==> config.mk <==
export PLATFORM = sky130hd
export DESIGN_NAME = tht_ram
export DESIGN_NICKNAME = d
export VERILOG_FILES = /design/src/rtl/tht_ram.sv
export SDC_FILE = /design/constraint.sdc
export NUM_CORES = 1
export LEC_CHECK = 0
export ABC_AREA = 1
export BUFFER_PORTS_ARGS = -buffer_cell sky130_fd_sc_hd__buf_2
export CAP_MARGIN = 40
export CORE_UTILIZATION = 45
export DETAILED_ROUTE_END_ITERATION = 8
export GPL_TIMING_DRIVEN = 0
export PLACE_DENSITY = 0.72
export SYNTH_ARGS = -nofsm -noshare
export SYNTH_HDL_FRONTEND = slang
export SYNTH_SLANG_ARGS = --single-unit
==> constraint.sdc <==
create_clock -name clk_i -period 1.59 [get_ports clk_i]
set_input_delay 0.2385 -clock clk_i [delete_from_list [all_inputs] [get_ports clk_i]]
set_output_delay 0.2385 -clock clk_i [all_outputs]
set_load 0.005 [all_outputs]
==> src/rtl/tht_ram.sv <==
// Generic single-port-write, single-port-read RAM with a registered read.
`default_nettype none
module tht_ram #(
  parameter int unsigned WIDTH = 8,
  parameter int unsigned DEPTH = 16
) (
  input  wire logic                     clk_i,
  input  wire logic                     we_i,
  input  wire logic [$clog2(DEPTH)-1:0] waddr_i,
  input  wire logic [WIDTH-1:0]         wdata_i,
  input  wire logic                     re_i,
  input  wire logic [$clog2(DEPTH)-1:0] raddr_i,
  output logic      [WIDTH-1:0]         rdata_o
);

  logic [WIDTH-1:0] mem_q [DEPTH];
  logic [WIDTH-1:0] rdata_q;

  always_ff @(posedge clk_i) begin
    if (we_i) begin
      mem_q[waddr_i] <= wdata_i;
    end
    if (re_i) begin
      rdata_q <= mem_q[raddr_i];
    end
  end

  assign rdata_o = rdata_q;

endmodule
`default_nettype wire

# Yosys cells after proc, flatten, opt, wreduce, memory -nomap -nowiden

Memories as Yosys holds them, arrays and structs flattened. A register that Yosys moved wholly into a read port is not among the register bits.
Index checks and enable logic that the tools add are counted.
W data, S select, Z words.

Muxes and demuxes: 2

Operators by type and width:

| kind    | count |
|---|---|
| $mux W1 | 2 |

Register bits: 0
Bits in writable memories: 128
Logic and storage cells: 3
Memories: 1
Bits of input ports: 19

Memory list:

| memory | depth | width | rd ports | clocked after Yosys merged registers in | wr ports | line | text |
|---|---|---|---|---|---|---|---|
| mem_q  | 16    | 8     | 1        | 1                                       | 1        | 16   | `logic [WIDTH-1:0] mem_q [DEPTH];` |

# Longest topological paths before layout

Gate-level depths: netlist of run 1.

Word-level depth: 2
Mapped depth: 8

# Least setup slack after synthesis of run 1

OpenSTA, ideal clock, no wires.

Path kind: in2reg
From: input port waddr_i[2]
To: memory mem_q[10][0], enable pin
Required time: 1220 ps
Setup slack: 401 ps
Buffers on the path: 0
Setup time: 370 ps
Data arrival time: 819 ps
Cell stages on the path: 2
Path through: nand3b_1 -> nor2_1

RTL lines:

| element         | line | text |
|---|---|---|
| start, declared | 9    | `input wire logic [$clog2(DEPTH)-1:0] waddr_i,` |
| end, declared   | 16   |  |

No word-level cell before the write port.

# Worst setup path after layout of run 1

From: input port waddr_i[3]
To: memory mem_q[7][5], enable pin

No word-level cell before the write port.

==> reports/summary.md, run 1 <==
### Yosys
- **leading cell types by total area after synthesis** edfxtp_1, nand2_1, nand3_1, inv_1, buf_6
- **number of synthesized flops with an enable pin** 136
- **synthesized flop and latch total** 136
- **area share of the largest cell type after synthesis** 69.85%
- **count of distinct cell types in the synthesized netlist** 11
- **combined area of all synthesized cells** 5847 sq um
- **Post-Syn Area per Cell** 10.61 sq um
- **cell count after synthesis** 551
- **Syn Nets** 570
- **most frequent cell after synthesis** nand2_1
- **fraction of the yosys area taken by sequential cells** 69.85%
- **leading area contributor after synthesis** edfxtp_1
- **Synth top cells by count** nand2_1, edfxtp_1, inv_1
- **top_reg_cell synth** edfxtp_1
- **Yosys warnings** 0
- **async set-reset flop share out of synthesis** 0%

### Detailed routing
- **count of routing violations after the opening detailed-route iteration** 433
- **detailed-route via count** 4058
- **routed length per instance** 17.63 microns
- **vias per inst** 5.216
- **Post-DRT Antenna Nets** 0
- **First-pass DRT Iterations** 5
- **count of unresolved DRC violations after routing** 0
- **Routed WL** 13720 microns

### Floorplanning
- **floorplan die area** 13450 sq um
- **starting density of the core** 46.33%
- **Top-Level Pins** 27
- **core area** 12620 sq um
- **row cnt** 41
- **Die Y-Extent** 116.0 microns
- **die span in x** 116.0 microns

### Flow run
- **# Max-Cap Violations** 0

### Clock tree
- **Clock Sinks** 136
- **Resized Gates After CTS** 0
- **Reg clk slew, reported paths** 0.06 ns
- **maximum level of the CTS H-tree** 4
- **CTS Hold Buffers Added** 0
- **number of setup buffers added after CTS** 0
- **CTS Buf Count** 17
- **CTS root buffer** clkbuf_16
- **CTS tree** yes
- **clk buf depth** 2
- **source-to-sink clock delay at the later pin of the worst-skew pair** 0.42 ns

### Setup path
- **cells traversed along the worst timing path** buf_2, nand3b_1, nor2_1
- **cell type of the slowest stage on the worst timing path** nor2_1
- **CP peak stage delay** 0.76 ns
- **Req. time, crit path** 1.63 ns
- **crit end category** flop
- **startpoint kind of the worst setup timing path** input pin
- **worst setup path category** in2reg
- **arrival time at the worst endpoint** 1.40 ns
- **top fanout value on the critical path** 8

### Cells and area
- **share of final-layout standard cells stronger than drive strength 1** 12.87%
- **Layout Utilization** 54.03%
- **count of antenna diodes in the layout** 0
- **NumNets Final** 613
- **final instance count without filler cells** 778
- **layout overhead on the synthesized area** 16.61%

### Pwr
- **leakage component of the power** 2.942 nW
- **VDD IR-drop max** 0.8039 mV
- **internal power consumption** 6.955 mW
- **share of power burned in the clock network** 47.8%
- **Sequential Power Share** 46.2%
- **combinational fraction of design power** 5.9%
- **Net Sw Power** 1.824 mW
- **power density over the cells** 1288 nW/um^2
- **Sw Ratio** 20.78%

### Outcome
- **result of the run** finished clean

### GRT
- **initial antenna violation count** 0
- **gr ovfl total** 0
- **first-pass GRT wire length** 21490 microns
- **largest net degree at the start of global routing** 17
- **number of global-route vias before repair** 4057
- **global routing usage summed across all routing layers** 22.78%

### STA
- **max_slew headroom** 39.38%
- **post-route minimum period** 1.361 ns
- **final critical-path share of the clock period** 85.58%
- **setup repair after global routing missed its margin** no
- **worst hold margin** 0.1604 ns
- **worst clock skew on the final layout** 0.005878 ns
- **transition time at the pin with the least slew margin** 0.9059 ns
- **Final setup violation count** 0
- **number of hold-slack violations in the final timing report** 0
- **number of max-slew violations in the final report** 0
- **maximum clock frequency** 0.7349 GHz

### Placed design
- **routability-driven placement congestion ratio** 0.9456
- **total instance count after detailed placement** 746
- **IO Port Bufs** 23
- **HPWL Detailed** 8922 microns

### Hold path
- **class of the tightest hold or removal check** in2reg

-- worst max-delay path, delay by kind of cell --
family,cells,cell delay (ns)
AND/OR/NAND/NOR,2,1.05
buffers and inverters,1,0.12
-- kinds of logic (layout without fill, tap and decap cells) --
kind of cell           count (synthesis)  in the layout  share of synthesized area (%)
buffers and inverters                126            181                          9.394
DFF                                  136            136                          69.85
and+or+nand+nor                      289            289                          20.76
-- layout by cell type, fill, tap and decap left out, drive strengths merged --
cell / Yosys / final
buf: 24 / 48
bufinv: 0 / 5
clkbuf: 0 / 18
clkinv: 0 / 8
edfxtp: 136 / 136
inv: 102 / 102
nand2: 173 / 173
nand3: 97 / 97
nand3b: 2 / 2
nor2: 17 / 17
-- area by class of cell --
cell class | count | area (sq um)
Clock buffer | 18 | 429.2
Clock inverter | 13 | 203.9
Timing Repair Buffer | 24 | 122.6
Tap cell | 172 | 215.2
Buffer | 24 | 166.4
Inverter | 102 | 382.9
Sequential cell | 136 | 4084
Fill cell | 1067 | 5802
Multi-Input combinational cell | 289 | 1214
-- registers in the layout, summed over array words and instances (netlist names) --
register / flops
rdata_o: 8
mem_q: 128
-- final timing paths --
kind	startpoint	end	slack, ns	cells past startpoint
setup / recovery	waddr_i[3]	mem_q[7][5]$_DFFE_PP_	0.23	3
setup reg to reg	mem_q[1][5]$_DFFE_PP_	rdata_o[5]$_DFFE_PP_	0.40	6
hold / removal	re_i	rdata_o[4]$_DFFE_PP_	0.16	1
hold reg to reg	mem_q[6][4]$_DFFE_PP_	rdata_o[4]$_DFFE_PP_	0.82	6
-- power groups by stage --
stage,Sequential [mW],Clock (mW),Combinational (mW)
floorplan,4.13,0,0.283
global placement,4.13,0,0.491
detailed placement,4.13,0,0.505
CTS,4.06,4.20,0.511
global route,4.07,4.35,0.569
finish,4.06,4.20,0.522
-- metal layers --
metal	part of all wire, %	routed length [microns]	vias to the layer above	global-route usage, %
met5	0	0	-	0
met4	3.1	426	0	12.74
met3	11	1534	42	5.492
met2	46	6266	251	35.20
met1	40	5488	1898	29.67
li1	-	-	1867	-
-- per-stage QoR --
| stage | instance area (sq um) | worst slack (ns) | power (mW) | setup TNS, ns |
|---|---|---|---|---|
| 2_1_floorplan | 5847 | 0.4007 | 4.417 | 0 |
| 3_3_place_gp | 6177 | -0.1350 | 4.621 | -2.912 |
| 3_5_place_dp | 6177 | -0.1770 | 4.639 | -4.657 |
| 4_1_cts | 6810 | 0.2423 | 8.775 | 0 |
| 5_1_grt | 6818 | 0.1945 | 8.982 | 0 |
| 6_report | 6818 | 0.2292 | 8.779 | 0 |
(Power assumes the default switching activity.)
==> run 2: changes to the inputs <==
--- a/config.mk
+++ b/config.mk
@@ -8,10 +8,11 @@
 export ABC_AREA = 1
 export BUFFER_PORTS_ARGS = -buffer_cell sky130_fd_sc_hd__buf_2
 export CAP_MARGIN = 40
-export CORE_UTILIZATION = 45
+export CORE_UTILIZATION = 61
 export DETAILED_ROUTE_END_ITERATION = 8
+export GPL_ROUTABILITY_DRIVEN = 0
 export GPL_TIMING_DRIVEN = 0
-export PLACE_DENSITY = 0.72
+export PLACE_DENSITY = 0.9
 export SYNTH_ARGS = -nofsm -noshare
 export SYNTH_HDL_FRONTEND = slang
 export SYNTH_SLANG_ARGS = --single-unit
==> run 2 against run 1 <==
The run now ends with design-rule violations left. Via count rose by 6.7%. Combinational power rose by 2%. Maximum frequency rose by 8.9%. Die area fell by 26%. Count of clock-buffer cells in the layout rose by 2. Design area fell by 2.7%. Wire length rose by 4.9%. Total power fell by 8.6%. Non-clock buffer count fell by 1. Clock skew rose by 0.0026 ns. Utilization rose by 17 points. Final cell count fell by 5.7%. Critical endpoint is now rdata_o[1]. Highest routed layer unchanged.
==> reports/summary.md, run 2 (synthesized netlist as in run 1, its figures left out) <==
### Outcome
- **result of the run** complete, but fails checks
- **failing checks** design-rule violations

### GRT
- **met3 Usage GRT** 6.685%
- **number of global-route vias before repair** 4215
- **global-route track usage on met2** 48.12%
- **GRT Max-Usage Layer** met2
- **initial antenna violation count** 0
- **first-pass GRT wire length** 22060 microns
- **global routing usage summed across all routing layers** 31.14%
- **gr ovfl total** 0
- **largest net degree at the start of global routing** 17
- **GR met1 Demand/Resource** 41.03%

### Clock tree
- **maximum level of the CTS H-tree** 4
- **source-to-sink clock delay at the later pin of the worst-skew pair** 0.53 ns
- **Reg clk slew, reported paths** 0.06 ns
- **Clock Sinks** 136
- **CTS tree** yes
- **number of setup buffers added after CTS** 0
- **CTS root buffer** clkbuf_8
- **CTS Buf Count** 17
- **Resized Gates After CTS** 0
- **clk buf depth** 2
- **CTS Hold Buffers Added** 0

### Cells and area
- **layout overhead on the synthesized area** 13.44%
- **most common cell after layout, fill and taps aside** nand2_1
- **NumNets Final** 612
- **count of antenna diodes in the layout** 0
- **Top reg by flops** mem_q
- **final std cell area, no fill** 6633 sq um
- **Largest register FFs** 128
- **Layout Utilization** 71.44%
- **final instance count without filler cells** 734
- **share of final-layout standard cells stronger than drive strength 1** 12.07%
- **most frequent cells in the layout** nand2_1, edfxtp_1, inv_1

### Flow run
- **# Max-Cap Violations** 0

### Setup path
- **cell type of the slowest stage on the worst timing path** edfxtp_1
- **crit end category** primary output
- **total buffers and inverters traversed by the critical path** 1
- **startpoint kind of the worst setup timing path** flop
- **cells traversed along the worst timing path** buf_2
- **Req. time, crit path** 1.35 ns
- **worst setup path category** reg2out
- **arrival time at the worst endpoint** 1.01 ns
- **top fanout value on the critical path** 1
- **CP peak stage delay** 0.35 ns
- **crit-path leading delay family** flip-flops

### Floorplanning
- **Die Y-Extent** 99.91 microns
- **starting density of the core** 62.98%
- **floorplan die area** 9981 sq um
- **Top-Level Pins** 27
- **core area** 9284 sq um
- **die span in x** 99.91 microns
- **row cnt** 35

### Placed design
- **IO Port Bufs** 23
- **HPWL Detailed** 8650 microns
- **total instance count after detailed placement** 703
- **instance area at placement** 6123 sq um

### STA
- **Setup Total Neg Slack** 0 ns
- **number of hold-slack violations in the final timing report** 0
- **final critical-path share of the clock period** 78.58%
- **number of max-slew violations in the final report** 0
- **worst clock skew on the final layout** 0.008463 ns
- **setup repair after global routing missed its margin** no
- **maximum clock frequency** 0.8004 GHz
- **transition time at the pin with the least slew margin** 0.9096 ns
- **post-route minimum period** 1.249 ns
- **Final setup violation count** 0
- **max_slew headroom** 39.14%

### Pwr
- **PnR Total Power** 8.027 mW
- **leakage component of the power** 2.869 nW
- **power density over the cells** 1210 nW/um^2
- **VDD IR-drop max** 0.7079 mV

### Detailed routing
- **Routed WL** 14390 microns
- **count of routing violations after the opening detailed-route iteration** 660
- **detailed-route via count** 4328
- **count of unresolved DRC violations after routing** 1
- **vias per inst** 5.896
- **routed length per instance** 19.60 microns
- **First-pass DRT Iterations** 9
- **Post-DRT Antenna Nets** 0

### Hold path
- **class of the tightest hold or removal check** in2reg

-- run 2: per-layer routing --
metal | wire, microns | part of all wire [%] | up-vias
li1 | - | - | 1859
met1 | 5075 | 35 | 1950
met2 | 6564 | 46 | 410
met3 | 1842 | 13 | 109
met4 | 906 | 6.3 | 0
met5 | 0 | 0 | -
-- run 2: final timing paths --
path / cells after the start / startpoint / end / slack [ns]
worst min-delay path: 1 / re_i / rdata_o[1]$_DFFE_PP_ / 0.04
worst max register to register: 6 / mem_q[9][1]$_DFFE_PP_ / rdata_o[1]$_DFFE_PP_ / 0.36
worst min register to register: 6 / mem_q[6][7]$_DFFE_PP_ / rdata_o[7]$_DFFE_PP_ / 0.83
worst max-delay path: 1 / rdata_o[1]$_DFFE_PP_ / rdata_o[1] / 0.34
-- run 2: per-stage QoR --
stage	hold WS (ns)	setup slack (ns)
floorplan	0.3374	0.4007
global placement	0.5656	-0.07002
detailed placement	0.5796	-0.1022
CTS	0.04010	0.3309
global route	0.04859	0.2960
finish	0.03618	0.3406
-- run 2: cell type report --
type	instances	area [sq um]
multi-input cells	289	1214
clock inverters	11	83.83
clock buffers	20	425.4
fillers	567	2651
repair buffers	23	115.1
plain buffers	24	166.4
inverters	102	382.9
flip-flops and latches	136	4084
well taps	129	161.4
-- run 2: power by group --
| group | internal [mW] | leakage, nW | total, mW | switching [mW] |
|---|---|---|---|---|
| combinational | 0.151 | 1.39 | 0.535 | 0.384 |
| sequential | 4.04 | 1.24 | 4.06 | 0.0199 |
| clock | 2.03 | 0.243 | 3.43 | 1.40 |
==> run 3: changes to the inputs <==
--- a/config.mk
+++ b/config.mk
@@ -8,11 +8,11 @@
 export ABC_AREA = 1
 export BUFFER_PORTS_ARGS = -buffer_cell sky130_fd_sc_hd__buf_2
 export CAP_MARGIN = 40
-export CORE_UTILIZATION = 61
+export CORE_UTILIZATION = 55
 export DETAILED_ROUTE_END_ITERATION = 8
 export GPL_ROUTABILITY_DRIVEN = 0
 export GPL_TIMING_DRIVEN = 0
-export PLACE_DENSITY = 0.9
+export PLACE_DENSITY = 0.86
 export SYNTH_ARGS = -nofsm -noshare
 export SYNTH_HDL_FRONTEND = slang
 export SYNTH_SLANG_ARGS = --single-unit
==> constraint.sdc (replaced) <==
create_clock -name clk_i -period 1.08 [get_ports clk_i]
set_input_delay 0.162 -clock clk_i [delete_from_list [all_inputs] [get_ports clk_i]]
set_output_delay 0.162 -clock clk_i [all_outputs]
set_load 0.005 [all_outputs]
==> run 3 against run 2 <==
The run ends with negative setup slack left. Die area rose by 11%. Via count up 0.39%. Combinational power rose by 72%. Sequential share of layout area down 3.7 points. Worst hold slack gained 0.022 ns.
==> reports/summary.md, run 3 (synthesized netlist as in run 1, its figures left out) <==
### Outcome
- **result of the run** complete, but fails checks
- **failing checks** negative setup slack

### Placed design
- **total instance count after detailed placement** 710
- **HPWL Detailed** 8699 microns
- **IO Port Bufs** 23

### Detailed routing
- **detailed-route via count** 4345
- **Post-DRT Antenna Nets** 0
- **routed length per instance** 20.80 microns
- **Routed WL** 15410 microns
- **count of unresolved DRC violations after routing** 0
- **vias per inst** 5.864
- **count of routing violations after the opening detailed-route iteration** 666
- **First-pass DRT Iterations** 9

### Clock tree
- **source-to-sink clock delay at the later pin of the worst-skew pair** 0.55 ns
- **CTS tree** yes
- **clk buf depth** 2
- **Reg clk slew, reported paths** 0.06 ns
- **CTS root buffer** clkbuf_8
- **maximum level of the CTS H-tree** 4
- **Clock Sinks** 136
- **CTS Buf Count** 17

### Cells and area
- **share of final-layout standard cells stronger than drive strength 1** 25.79%
- **most frequent cells in the layout** nand2_1, edfxtp_1, inv_1
- **Top reg by flops** mem_q
- **count of antenna diodes in the layout** 0
- **NumNets Final** 613
- **Largest register FFs** 128
- **most common cell after layout, fill and taps aside** nand2_1
- **layout overhead on the synthesized area** 20.78%
- **final instance count without filler cells** 741
- **number of fill cells** 636

### Flow run
- **# Max-Cap Violations** 0

### Setup path
- **startpoint kind of the worst setup timing path** flop
- **worst setup path category** reg2reg
- **top fanout value on the critical path** 1
- **CP peak stage delay** 0.40 ns
- **total buffers and inverters traversed by the critical path** 1
- **crit-path leading delay family** simple AND/OR/NAND/NOR gates
- **FF-to-FF setup slack** -0.10 ns
- **arrival time at the worst endpoint** 1.47 ns
- **cells traversed along the worst timing path** inv_1, nand2_1, nand3_2, nand3_2, nand3_2, nand2_2
- **Req. time, crit path** 1.37 ns
- **cell type of the slowest stage on the worst timing path** edfxtp_1
- **crit end category** flop
- **most frequent cell on the critical path** nand3_2

### Floorplanning
- **floorplan die area** 11050 sq um
- **starting density of the core** 56.64%
- **row cnt** 37
- **die span in x** 105.1 microns
- **Die Y-Extent** 105.1 microns
- **core area** 10320 sq um
- **Top-Level Pins** 27

### STA
- **transition time at the pin with the least slew margin** 0.7796 ns
- **worst clock skew on the final layout** 0.005832 ns
- **Final setup violation count** 16
- **number of max-slew violations in the final report** 0
- **setup repair after global routing missed its margin** yes
- **max_slew headroom** 47.83%
- **Setup Total Neg Slack** -1.423 ns
- **Setup WS post-layout** -0.1029 ns
- **post-route minimum period** 1.183 ns
- **number of hold-slack violations in the final timing report** 0
- **maximum clock frequency** 0.8454 GHz
- **final critical-path share of the clock period** 109.5%

### Pwr
- **leakage component of the power** 3.019 nW
- **power density over the cells** 1798 nW/um^2
- **VDD IR-drop max** 0.8728 mV

### GRT
- **largest net degree at the start of global routing** 17
- **gr ovfl total** 0
- **initial antenna violation count** 0
- **number of global-route vias before repair** 3992
- **global routing usage summed across all routing layers** 27.63%
- **first-pass GRT wire length** 21820 microns

### Hold path
- **class of the tightest hold or removal check** in2reg

[run 3: changes by cell type in the layout (fill, tap and decap cells not counted), sizes merged]
cell / change
bufinv: +3
clkinvlp: -2
clkinv: -2
dlygate4sd3: +1
[run 3: area by class of cell]
type | count | area (sq um) | area share, %
Sequential cell | 136 | 4084 | 57.83
Multi-Input combinational cell | 289 | 1554 | 22.01
Clock buffer | 20 | 425.4 | 6.024
Inverter | 102 | 382.9 | 5.422
Tap cell | 136 | 170.2 | 2.410
Buffer | 24 | 166.4 | 2.356
Clock inverter | 10 | 153.9 | 2.179
Timing Repair Buffer | 24 | 125.1 | 1.772
[run 3: what timing repair did]
| action | 4_1_cts | 5_1_grt |
|---|---|---|
| buffers inserted | 0 | 0 |
| hold buffers | 1 | 0 |
| gates resized for setup | 29 | 53 |
| endpoints found under the setup margin | 24 | 48 |
| pin swaps | 22 | 28 |
| hold endpoints to repair | 8 | 0 |
| gates cloned | 0 | 0 |
[run 3: metrics by stage]
stage	instance area, sq um	utilization, %	worst slack [ns]	hold WS, ns	total power, mW
detailed placement	6137	59.45	-0.5724	0.4891	6.817
global placement	6137	59.45	-0.5048	0.4891	6.782
finish	7062	68.40	-0.1029	0.05792	12.69
CTS	6844	66.30	-0.1158	0.03969	12.54
floorplan	5852	-	-0.03284	0.2609	6.504
global route	7062	68.40	-0.1448	0.04637	12.94
[run 3: power by group]
part           internal (mW)  switching, mW  total (mW)
Combinational          0.266          0.653       0.920
Sequential              5.95         0.0314        5.98
Clock                   3.70           2.09        5.79
Total                   9.91           2.78        12.7
[run 3: per-layer routing]
| layer | global-route usage [%] | up-vias | wire (microns) |
|---|---|---|---|
| li1 | - | 1868 | - |
| met1 | 35.72 | 1976 | 5416 |
| met2 | 42.48 | 415 | 7232 |
| met3 | 7.299 | 86 | 1933 |
| met4 | 15.69 | 0 | 831 |
| met5 | 0 | - | 0 |
[run 3: worst reg2reg max path, stage by stage, from the launching register on]
cell and delay [ns]:
edfxtp_1 0.40, inv_1 0.09, nand2_1 0.07, nand3_2 0.07, nand3_2 0.08, nand3_2 0.13
nand2_2 0.09
[run 3: path summary, 6_finish.rpt]
| check | from | end | depth (start not counted) |
|---|---|---|---|
| hold reg to reg | mem_q[12][0]$_DFFE_PP_ | rdata_o[0]$_DFFE_PP_ | 6 |
| setup reg to reg | mem_q[1][2]$_DFFE_PP_ | rdata_o[2]$_DFFE_PP_ | 6 |
| hold / removal | wdata_i[5] | mem_q[0][5]$_DFFE_PP_ | 1 |
| setup / recovery | mem_q[1][2]$_DFFE_PP_ | rdata_o[2]$_DFFE_PP_ | 6 |
